==> config.mk <==
export PLATFORM = sky130hd
export DESIGN_NAME = group_reverse_stream
export DESIGN_NICKNAME = d
export VERILOG_FILES = /design/src/grs_pkg.sv /design/src/grs_store.sv /design/src/grs_cmd_queue.sv /design/src/grs_front.sv /design/src/grs_back.sv /design/src/group_reverse_stream.sv
export SDC_FILE = /design/constraint.sdc
export NUM_CORES = 1
export LEC_CHECK = 0
export BUFFER_PORTS_ARGS = -buffer_cell sky130_fd_sc_hd__buf_2
export CAP_MARGIN = 20
export CORE_ASPECT_RATIO = 1.4
export CORE_UTILIZATION = 39
export CTS_BUF_LIST = sky130_fd_sc_hd__clkbuf_2 sky130_fd_sc_hd__clkbuf_4 sky130_fd_sc_hd__clkbuf_8
export CTS_CLUSTER_DIAMETER = 80
export DETAILED_ROUTE_END_ITERATION = 16
export GPL_TIMING_DRIVEN = 0
export HOLD_SLACK_MARGIN = 0.1
export PLACE_DENSITY_LB_ADDON = 0.2
export SYNTH_ARGS = -nofsm -noshare
export SYNTH_HDL_FRONTEND = slang
export SYNTH_SLANG_ARGS = --single-unit
==> constraint.sdc <==
create_clock -name clk -period 12.55 [get_ports clk]
set_clock_uncertainty 0.05 [all_clocks]
set_input_delay 1.255 -clock clk [delete_from_list [all_inputs] [get_ports clk]]
set_output_delay 1.255 -clock clk [all_outputs]
set_load 0.02 [all_outputs]
==> src/grs_pkg.sv <==
`timescale 1ns / 1ps

package grs_pkg;

	// Width of an element count inside one command. It covers groups of up to
	// 511 elements.
	localparam int unsigned GRS_CNT_W = 9;

	// One burst for the back end: which bank holds it, how many elements,
	// whether to read them newest first, and whether the burst closes the list.
	typedef struct packed {
		logic                 bank;
		logic [GRS_CNT_W-1:0] count;
		logic                 reverse;
		logic                 last;
	} grs_cmd_t;

	// The back end hands a bank back to the front once its last read is issued.
	typedef struct packed {
		logic valid;
		logic bank;
	} grs_release_t;

endpackage

==> src/grs_store.sv <==
`timescale 1ns / 1ps

module grs_store #(
	parameter int unsigned AW = 4
) (
	input  logic          clk,
	input  logic          wr_en,
	input  logic [AW:0]   wr_addr,
	input  logic [31:0]   wr_data,
	input  logic          rd_en,
	input  logic [AW:0]   rd_addr,
	output logic [31:0]   rd_data
);

	localparam int unsigned DEPTH = 2 * (1 << AW);

	// Two banks of group storage, selected by the top address bit.
	logic [31:0] mem [DEPTH];
	logic [31:0] rd_data_q;

	always_ff @(posedge clk) begin
		if (wr_en) begin
			mem[wr_addr] <= wr_data;
		end
		if (rd_en) begin
			rd_data_q <= mem[rd_addr];
		end
	end

	assign rd_data = rd_data_q;

endmodule

==> src/grs_cmd_queue.sv <==
`timescale 1ns / 1ps

module grs_cmd_queue (
	input  logic              clk,
	input  logic              arst_n,
	input  logic              push,
	input  grs_pkg::grs_cmd_t push_cmd,
	output logic              full,
	input  logic              pop,
	output grs_pkg::grs_cmd_t head,
	output logic              empty
);

	import grs_pkg::*;

	grs_cmd_t   slot_q [2];
	logic       wp_q;
	logic       rp_q;
	logic [1:0] cnt_q;

	assign full  = (cnt_q == 2'd2);
	assign empty = (cnt_q == 2'd0);
	assign head  = slot_q[rp_q];

	always_ff @(posedge clk) begin
		if (push) begin
			slot_q[wp_q] <= push_cmd;
		end
	end

	always_ff @(posedge clk or negedge arst_n) begin
		if (!arst_n) begin
			wp_q  <= 1'b0;
			rp_q  <= 1'b0;
			cnt_q <= 2'd0;
		end else begin
			if (push) begin
				wp_q <= ~wp_q;
			end
			if (pop) begin
				rp_q <= ~rp_q;
			end
			cnt_q <= cnt_q + 2'(push) - 2'(pop);
		end
	end

	// The front must never push into a full queue, and the back must never
	// take a command that is not there.
	a_no_overflow: assert property (@(posedge clk) disable iff (!arst_n)
		!(push && full && !pop)) else $error("command queue overflow");

	a_no_underflow: assert property (@(posedge clk) disable iff (!arst_n)
		!(pop && empty)) else $error("command queue underflow");

endmodule

==> src/grs_front.sv <==
`timescale 1ns / 1ps

module grs_front #(
	parameter int unsigned MAX_GROUP = 16,
	parameter int unsigned AW        = 4
) (
	input  logic                  clk,
	input  logic                  arst_n,
	input  logic                  group_size_we,
	input  logic [4:0]            group_size,
	input  logic                  elem_valid,
	output logic                  elem_stall,
	input  logic [31:0]           value,
	input  logic                  list_end,
	output logic                  wr_en,
	output logic [AW:0]           wr_addr,
	output logic [31:0]           wr_data,
	output logic                  cmd_push,
	output grs_pkg::grs_cmd_t     cmd,
	input  logic                  q_full,
	input  grs_pkg::grs_release_t rel
);

	import grs_pkg::*;

	localparam int unsigned FW = $clog2(MAX_GROUP + 1);
	localparam int unsigned KW = (FW > 5) ? FW : 5;

	logic [4:0]    gsize_q;
	logic [FW-1:0] fill_q;
	logic          wbank_q;
	logic [1:0]    busy_q;
	logic [1:0]    busy_nxt;

	logic [KW-1:0] gs_ext;
	logic [KW-1:0] k_eff;
	logic          accept;
	logic          room;
	logic [FW-1:0] fill_new;
	logic          full_grp;

	// Clamp the configured size to the range the storage supports.
	always_comb begin
		gs_ext = KW'(gsize_q);
		if (gs_ext == '0) begin
			k_eff = KW'(1);
		end else if (gs_ext > KW'(MAX_GROUP)) begin
			k_eff = KW'(MAX_GROUP);
		end else begin
			k_eff = gs_ext;
		end
	end

	// The write bank must be free: the back end may still be reading it.
	assign elem_stall = busy_q[wbank_q] | q_full;
	assign accept     = elem_valid & ~elem_stall;

	assign room     = (fill_q < FW'(MAX_GROUP));
	assign fill_new = room ? (fill_q + FW'(1)) : fill_q;
	assign full_grp = (KW'(fill_new) >= k_eff);

	assign wr_en   = accept & room;
	assign wr_addr = {wbank_q, fill_q[AW-1:0]};
	assign wr_data = value;

	assign cmd_push    = accept & (full_grp | list_end);
	assign cmd.bank    = wbank_q;
	assign cmd.count   = GRS_CNT_W'(fill_new);
	assign cmd.reverse = full_grp;
	assign cmd.last    = list_end;

	always_comb begin
		busy_nxt = busy_q;
		if (rel.valid) begin
			busy_nxt[rel.bank] = 1'b0;
		end
		if (cmd_push) begin
			busy_nxt[wbank_q] = 1'b1;
		end
	end

	always_ff @(posedge clk or negedge arst_n) begin
		if (!arst_n) begin
			gsize_q <= 5'd1;
			fill_q  <= '0;
			wbank_q <= 1'b0;
			busy_q  <= 2'b00;
		end else begin
			if (group_size_we) begin
				gsize_q <= group_size;
			end
			if (accept) begin
				if (cmd_push) begin
					fill_q  <= '0;
					wbank_q <= ~wbank_q;
				end else begin
					fill_q <= fill_new;
				end
			end
			busy_q <= busy_nxt;
		end
	end

	// The back end only hands back a bank that was handed to it.
	a_release_busy: assert property (@(posedge clk) disable iff (!arst_n)
		rel.valid |-> busy_q[rel.bank]) else $error("release of a free bank");

	// A group always closes before the bank runs out of entries.
	a_fill_bound: assert property (@(posedge clk) disable iff (!arst_n)
		fill_q < FW'(MAX_GROUP)) else $error("group fill past bank depth");

endmodule

==> src/grs_back.sv <==
`timescale 1ns / 1ps

module grs_back #(
	parameter int unsigned AW = 4
) (
	input  logic                  clk,
	input  logic                  arst_n,
	input  logic                  q_empty,
	input  grs_pkg::grs_cmd_t     q_head,
	output logic                  q_pop,
	output logic                  rd_en,
	output logic [AW:0]           rd_addr,
	input  logic [31:0]           rd_data,
	output grs_pkg::grs_release_t rel,
	output logic                  res_valid,
	input  logic                  res_stall,
	output logic [31:0]           res_value,
	output logic                  res_run_end,
	output logic                  res_list_done
);

	import grs_pkg::*;

	typedef enum logic [1:0] {
		ST_IDLE = 2'b01,
		ST_RUN  = 2'b10
	} back_state_t;

	typedef struct packed {
		logic [31:0] value;
		logic        run_end;
		logic        list_done;
	} grs_res_t;

	back_state_t          state_q;
	grs_cmd_t             cur_q;
	logic [GRS_CNT_W-1:0] idx_q;
	logic                 valid_s1;
	logic                 run_end_s1;
	logic                 list_done_s1;

	grs_res_t             res_q [4];
	logic [1:0]           wp_q;
	logic [1:0]           rp_q;
	logic [2:0]           occ_q;

	logic                 credit_ok;
	logic                 issue;
	logic                 last_rd;
	logic [GRS_CNT_W-1:0] rd_idx;
	logic                 res_pop;

	// A read is issued only when the result buffer is sure to have room for it.
	assign credit_ok = ((occ_q + {2'b00, valid_s1}) < 3'd4);
	assign issue     = (state_q == ST_RUN) && credit_ok;
	assign last_rd   = (idx_q == (cur_q.count - GRS_CNT_W'(1)));
	assign rd_idx    = cur_q.reverse ? (cur_q.count - GRS_CNT_W'(1) - idx_q) : idx_q;

	assign rd_en   = issue;
	assign rd_addr = {cur_q.bank, rd_idx[AW-1:0]};
	assign q_pop   = (state_q == ST_IDLE) && !q_empty;

	assign rel.valid = issue & last_rd;
	assign rel.bank  = cur_q.bank;

	always_ff @(posedge clk) begin
		if (q_pop) begin
			cur_q <= q_head;
		end
		run_end_s1   <= last_rd;
		list_done_s1 <= last_rd & cur_q.last;
		if (valid_s1) begin
			res_q[wp_q] <= '{value: rd_data, run_end: run_end_s1, list_done: list_done_s1};
		end
	end

	always_ff @(posedge clk or negedge arst_n) begin
		if (!arst_n) begin
			state_q  <= ST_IDLE;
			idx_q    <= '0;
			valid_s1 <= 1'b0;
			wp_q     <= 2'd0;
			rp_q     <= 2'd0;
			occ_q    <= 3'd0;
		end else begin
			unique case (state_q)
				ST_IDLE: begin
					if (q_pop) begin
						idx_q   <= '0;
						state_q <= ST_RUN;
					end
				end
				ST_RUN: begin
					if (issue) begin
						if (last_rd) begin
							state_q <= ST_IDLE;
						end else begin
							idx_q <= idx_q + GRS_CNT_W'(1);
						end
					end
				end
				default: begin
					state_q <= ST_IDLE;
				end
			endcase
			valid_s1 <= issue;
			if (valid_s1) begin
				wp_q <= wp_q + 2'd1;
			end
			if (res_pop) begin
				rp_q <= rp_q + 2'd1;
			end
			occ_q <= occ_q + 3'(valid_s1) - 3'(res_pop);
		end
	end

	assign res_valid     = (occ_q != 3'd0);
	assign res_pop       = res_valid & ~res_stall;
	assign res_value     = res_q[rp_q].value;
	assign res_run_end   = res_q[rp_q].run_end;
	assign res_list_done = res_q[rp_q].list_done;

	// Reads in flight plus buffered results never exceed the buffer depth.
	a_credit: assert property (@(posedge clk) disable iff (!arst_n)
		(occ_q + {2'b00, valid_s1}) <= 3'd4) else $error("result buffer overrun");

endmodule

==> src/group_reverse_stream.sv <==
`timescale 1ns / 1ps

// Channel  | Handshake                  | Payload
// ---------+----------------------------+-------------------------------------
// elem     | elem_valid / elem_stall    | value[31:0] signed, list_end
// res      | res_valid / res_stall      | value_out[31:0] signed, run_end,
//          |                            | list_done
// config   | group_size_we              | group_size[4:0]
//
// An element is taken and written into the current bank of a
// two-bank group store. Input stalls only while the bank being filled has not
// yet been read out in full by the back end, so one group can fill while the
// previous one drains.
// Results leave at one item per cycle once a burst starts, unless res_stall
// holds them; the first result of a burst passes the queue pop, the store
// read and the result buffer after the closing element is taken. Each burst
// starts with a queue pop ahead of its first read, which slows groups of one.
// Reset clears the fill count, the bank flags, the queues and sets the group
// size to one; the store itself needs no clearing.
// A stalled result leaves the four-entry result buffer holding, and reads stop
// once buffered plus in-flight results reach its depth.

module group_reverse_stream #(
	parameter int unsigned MAX_GROUP = 16
) (
	input  logic               clk,
	input  logic               arst_n,
	input  logic               group_size_we,
	input  logic [4:0]         group_size,
	input  logic               elem_valid,
	output logic               elem_stall,
	input  logic signed [31:0] value,
	input  logic               list_end,
	output logic               res_valid,
	input  logic               res_stall,
	output logic signed [31:0] value_out,
	output logic               run_end,
	output logic               list_done
);

	import grs_pkg::*;

	// Address bits of one bank; a bank holds a whole group.
	localparam int unsigned AW = (MAX_GROUP > 1) ? $clog2(MAX_GROUP) : 1;

	logic         wr_en;
	logic [AW:0]  wr_addr;
	logic [31:0]  wr_data;
	logic         rd_en;
	logic [AW:0]  rd_addr;
	logic [31:0]  rd_data;

	logic         cmd_push;
	grs_cmd_t     cmd;
	logic         q_full;
	logic         q_pop;
	logic         q_empty;
	grs_cmd_t     q_head;
	grs_release_t rel;

	logic [31:0]  res_value;

	// Front end: takes elements, fills the bank and decides when a group closes
	// and in which order it has to leave.
	grs_front #(
		.MAX_GROUP (MAX_GROUP),
		.AW        (AW)
	) u_front (
		.clk           (clk),
		.arst_n        (arst_n),
		.group_size_we (group_size_we),
		.group_size    (group_size),
		.elem_valid    (elem_valid),
		.elem_stall    (elem_stall),
		.value         (value),
		.list_end      (list_end),
		.wr_en         (wr_en),
		.wr_addr       (wr_addr),
		.wr_data       (wr_data),
		.cmd_push      (cmd_push),
		.cmd           (cmd),
		.q_full        (q_full),
		.rel           (rel)
	);

	// Closed groups wait here until the back end is free.
	grs_cmd_queue u_queue (
		.clk      (clk),
		.arst_n   (arst_n),
		.push     (cmd_push),
		.push_cmd (cmd),
		.full     (q_full),
		.pop      (q_pop),
		.head     (q_head),
		.empty    (q_empty)
	);

	grs_store #(
		.AW (AW)
	) u_store (
		.clk     (clk),
		.wr_en   (wr_en),
		.wr_addr (wr_addr),
		.wr_data (wr_data),
		.rd_en   (rd_en),
		.rd_addr (rd_addr),
		.rd_data (rd_data)
	);

	// Back end: walks one closed group forward or backward and buffers results.
	grs_back #(
		.AW (AW)
	) u_back (
		.clk           (clk),
		.arst_n        (arst_n),
		.q_empty       (q_empty),
		.q_head        (q_head),
		.q_pop         (q_pop),
		.rd_en         (rd_en),
		.rd_addr       (rd_addr),
		.rd_data       (rd_data),
		.rel           (rel),
		.res_valid     (res_valid),
		.res_stall     (res_stall),
		.res_value     (res_value),
		.res_run_end   (run_end),
		.res_list_done (list_done)
	);

	assign value_out = signed'(res_value);

endmodule
==> key figures <==
Run status
  – Status: completed

Detailed routing
  – Via density: 5.79
  – Detailed-route wire length per cell: 28.6 µm
  – TritonRoute pass-1 iters: 6
  – First DRT Iteration DRCs: 2979
  – WL final: 164000 µm
  – Via count: between 30000 and 40000
  – # DRC: 0
  – Final ANT Viol Nets: 0

CTS
  – Max Buffers Root-to-Sink: 3
  – H-tree levels: 4
  – CTS Root Cell: clkbuf_8
  – Clk slew on worst S/H paths: 0.07 ns
  – Worst skew pair latency: between 0.9 and 1 ns
  – CTS Buf Count: 183
  – Cts hold-fix bufs: 0
  – Cts repair resizes: 0
  – Post-CTS setup buffers: 0
  – CTS Sinks: between 1000 and 1500
  – CTS tree: done

Yosys
  – Post-synthesis register bit count: approximately 1300
  – Seq/Total Area, Yosys: 0.713
  – Synthesized Nets: between 3000 and 4000
  – Ys async rst share: 0.0287
  – Post-synth EDFFs: 1216
  – Post-Syn Area: 52500 µm²
  – Mean Syn Cell Area: 15.0 µm²
  – Synth warn: 0
  – Syn Inst Count: ~3500
  – Yosys cell types: 76
  – Predominant post-synthesis flop cell: edfxtp_1

Pwr
  – Clock power frac: 0.207
  – Flop pwr share: 0.323
  – Overall Power: between 0.015 and 0.02 W
  – Sw frac: 0.421
  – P per Cell Area: 260 nW/µm²
  – Combinational share of power: 0.470
  – Static Leak: 18.8 nW
  – Pint: 0.00899 W
  – IR drop worst, VDD: between 0.15 and 0.2 mV
  – P_sw: 0.00654 W

Critical path
  – Crit end category: register
  – Crit-path slowest cell: xnor2_1
  – Kind of critical path: register to register
  – Crit path DAT: 5.95 ns
  – Buf/Inv on CP: 5
  – Required time of the critical path: 13.22 ns
  – Crit path launch type: register
  – Crit-path cells: clkbuf_1 -> inv_1 -> ha_1 -> xnor2_1 -> mux2_2 -> buf_2 -> buf_2 -> clkbuf_1 -> nand2_1 -> o31ai_1 -> mux4_2
  – Cell family with most CP delay: buffers and inverters
  – R2R depth: 11
  – Flop2flop setup slack: between 7 and 8 ns
  – Worst-path maximum fanout: 10
  – Crit path largest cell delay: 0.84 ns
  – Reg-to-Reg Start: u_back.idx_q[2]$_DFFE_PN0P_
  – Reg-to-reg endpoint: u_store.rd_data[7]$_DFFE_PP_

Global route
  – Initial antenna violation count: 13
  – Pin count of the biggest net entering global routing: 37
  – Gr usage total: 0.238
  – Total gr overflow: 0
  – Vias in the first global route: 34000
  – First-pass GRT wire length: 234000 µm

Timing
  – F_max: approximately 190 MHz
  – Worst Tran Pin Value: 1.13 ns
  – Final worst slack: a little over 7 ns
  – Slew headroom: 0.249
  – Min Tclk post-route: 5.28 ns
  – Setup violators final: 0
  – Period utilization: 0.420
  – Final Hold Fails: 0
  – RSZ-0062 raised after global routing: false
  – Setup_tns: 0 ns
  – Slew Limit Fails: 0

Flow run
  – Max Cap Viol: 0

Finish
  – Final #Nets: 3882
  – Area growth syn-to-layout: 13.8%
  – Layout cell share with drive strength beyond 1: 0.200
  – Core Util, Final: 0.447

Floorplan
  – Starting Density: 0.392
  – IO Pins: 79
  – Die width: 312 µm
  – Die area: 136000 µm²
  – Die Y: around 440 µm
  – Core area: 134000 µm²
  – Row cnt: 159

Placement
  – Post-DP HPWL: around 110000 µm
  – Worst slack at placement: roughly 7.4 ns
  – PortBufs: 78
  – GPL Wtd Cong: 0.880

Hold path
  – Worst Hold End: u_back.list_done_s1$_DFF_P_
  – Hold Startpoint: u_back.cur_q[0]$_DFFE_PP_
  – Hold Crit Depth: 1
  – Hold Path Class: register to register
[cell families after synthesis]
kind of cell,share of synthesized area
simple gates,0.0710
xor+xnor,0.00417
buf+inv,0.0240
flops,0.713
fa+ha+maj,0.00634
compound gates,0.120
mux,0.0614
[power by group through the flow]
stage                     clock network, W  registers, W  logic (W)
after floorplan                          0       0.00507    0.00421
after CTS                          0.00327       0.00502    0.00720
final                              0.00322       0.00502    0.00729
after global routing               0.00343       0.00504    0.00764
after detailed placement                 0       0.00510    0.00719
after global placement                   0       0.00511    0.00705
[per-stage QoR]
stage / instance area (µm²) / cells / hold WS (ns)
2_1_floorplan: 52500 / 3504 / 0.370
3_3_place_gp: 55100 / 5353 / 0.380
3_5_place_dp: 56300 / 5399 / 0.388
4_1_cts: 59800 / 5722 / 0.382
5_1_grt: 59800 / 5724 / 0.440
6_report: 59800 / 5726 / 0.404
[state kept, by name, summed over array words and instances, names as in the netlist]
signal               flops
u_back.cur_q             7
u_back.idx_q             9
u_back.list_done_s1      1
u_back.occ_q             3
u_back.rd_addr           1
u_back.res_q           136
u_back.rp_q              2
u_back.run_end_s1        1
u_back.state_q           2
u_back.valid_s1          1
u_back.wp_q              2
u_front.busy_q           2
u_front.fill_q           5
u_front.gs_ext           5
u_front.wbank_q          1
u_queue.cnt_q            2
u_queue.rp_q             1
u_queue.slot_q          16
u_queue.wp_q             1
u_store.mem           1024
u_store.rd_data         32
[placed cells by master, fill, tap and decap left out, drive strengths merged, types with 18 or more instances in the layout]
master / instances
edfxtp: 1216
o32ai: 32
clkinv: 66
a2111oi: 28
nor3: 101
buf: 209
o22ai: 163
dfrtp: 34
a21oi: 34
a211oi: 44
o221a: 54
o21ai: 337
inv: 35
clkbuf: 431
mux2: 95
o31ai: 64
a31oi: 65
nand2: 123
a311oi: 33
nor2b: 132
nand3: 18
o211ai: 42
and3: 64
ha: 25
nor2: 272
mux4: 93
[worst max-delay path by stage]
stage | slack [ns] | depth (start not counted) | start | end
floorplan | 7.23 | 7 | u_back.valid_s1$_DFF_PN0_ | u_back.idx_q[7]$_DFFE_PN0P_
global placement | 3.94 | 7 | u_back.valid_s1$_DFF_PN0_ | u_back.idx_q[7]$_DFFE_PN0P_
detailed placement | 7.43 | 11 | u_back.idx_q[2]$_DFFE_PN0P_ | u_store.rd_data[7]$_DFFE_PP_
CTS | 7.36 | 11 | u_back.idx_q[2]$_DFFE_PN0P_ | u_store.rd_data[7]$_DFFE_PP_
global route | 7.20 | 12 | u_back.idx_q[2]$_DFFE_PN0P_ | u_store.rd_data[22]$_DFFE_PP_
finish | 7.27 | 11 | u_back.idx_q[2]$_DFFE_PN0P_ | u_store.rd_data[7]$_DFFE_PP_
[synth_stat cells (8+ instances only)]
| cell type | number | area share |
|---|---|---|
| a31oi_1 | 65 | 0.0077 |
| mux4_2 | 93 | 0.040 |
| nor3_2 | 20 | 0.0038 |
| nor3_1 | 81 | 0.0077 |
| ha_1 | 25 | 0.0060 |
| nand3_1 | 18 | 0.0017 |
| nand2_1 | 122 | 0.0087 |
| xor2_1 | 9 | 0.0015 |
| o221ai_1 | 9 | 0.0015 |
| a21oi_1 | 34 | 0.0032 |
| a211oi_1 | 44 | 0.0063 |
| and2_1 | 8 | 0.00095 |
| o221a_2 | 54 | 0.012 |
| nor2_1 | 272 | 0.019 |
| a311oi_1 | 33 | 0.0055 |
| o211ai_1 | 42 | 0.0060 |
| o32ai_1 | 31 | 0.0052 |
| a21o_1 | 12 | 0.0017 |
| o22ai_1 | 161 | 0.019 |
| clkbuf_1 | 182 | 0.013 |
| o21ai_0 | 337 | 0.032 |
| a221oi_1 | 9 | 0.0015 |
| xnor2_1 | 16 | 0.0027 |
| edfxtp_1 | 1216 | 0.70 |
| a2111oi_0 | 28 | 0.0047 |
| inv_1 | 28 | 0.0020 |
| o31ai_1 | 64 | 0.0091 |
| mux2_2 | 95 | 0.020 |
| buf_1 | 13 | 0.00093 |
| dfrtp_1 | 34 | 0.016 |
| nor2b_1 | 132 | 0.016 |
| and3_1 | 64 | 0.0076 |
| buf_2 | 62 | 0.0059 |
[metal layers]
layer  part of all wire  vias up  routed length, µm  global-route usage
met1               0.37    16900              61100               0.275
li1                   -    14600                  -                   -
met5            0.00027        -                 45                   0
met4              0.045        8               7390               0.106
met2               0.52     1284              85500               0.428
met3              0.060      384               9790              0.0445
[area by class of cell]
class | count | area, µm²
fillers | 11900 | 74100
flip-flops and latches | 1254 | 37500
multi-input cells | 1950 | 14100
clock buffers | 248 | 3080
well taps | 1771 | 2220
repair buffers | 124 | 1280
plain buffers | 268 | 1140
clock inverters | 75 | 424
inverters | 32 | 120
diodes | 4 | 10.0
(Power assumes the default switching activity.)
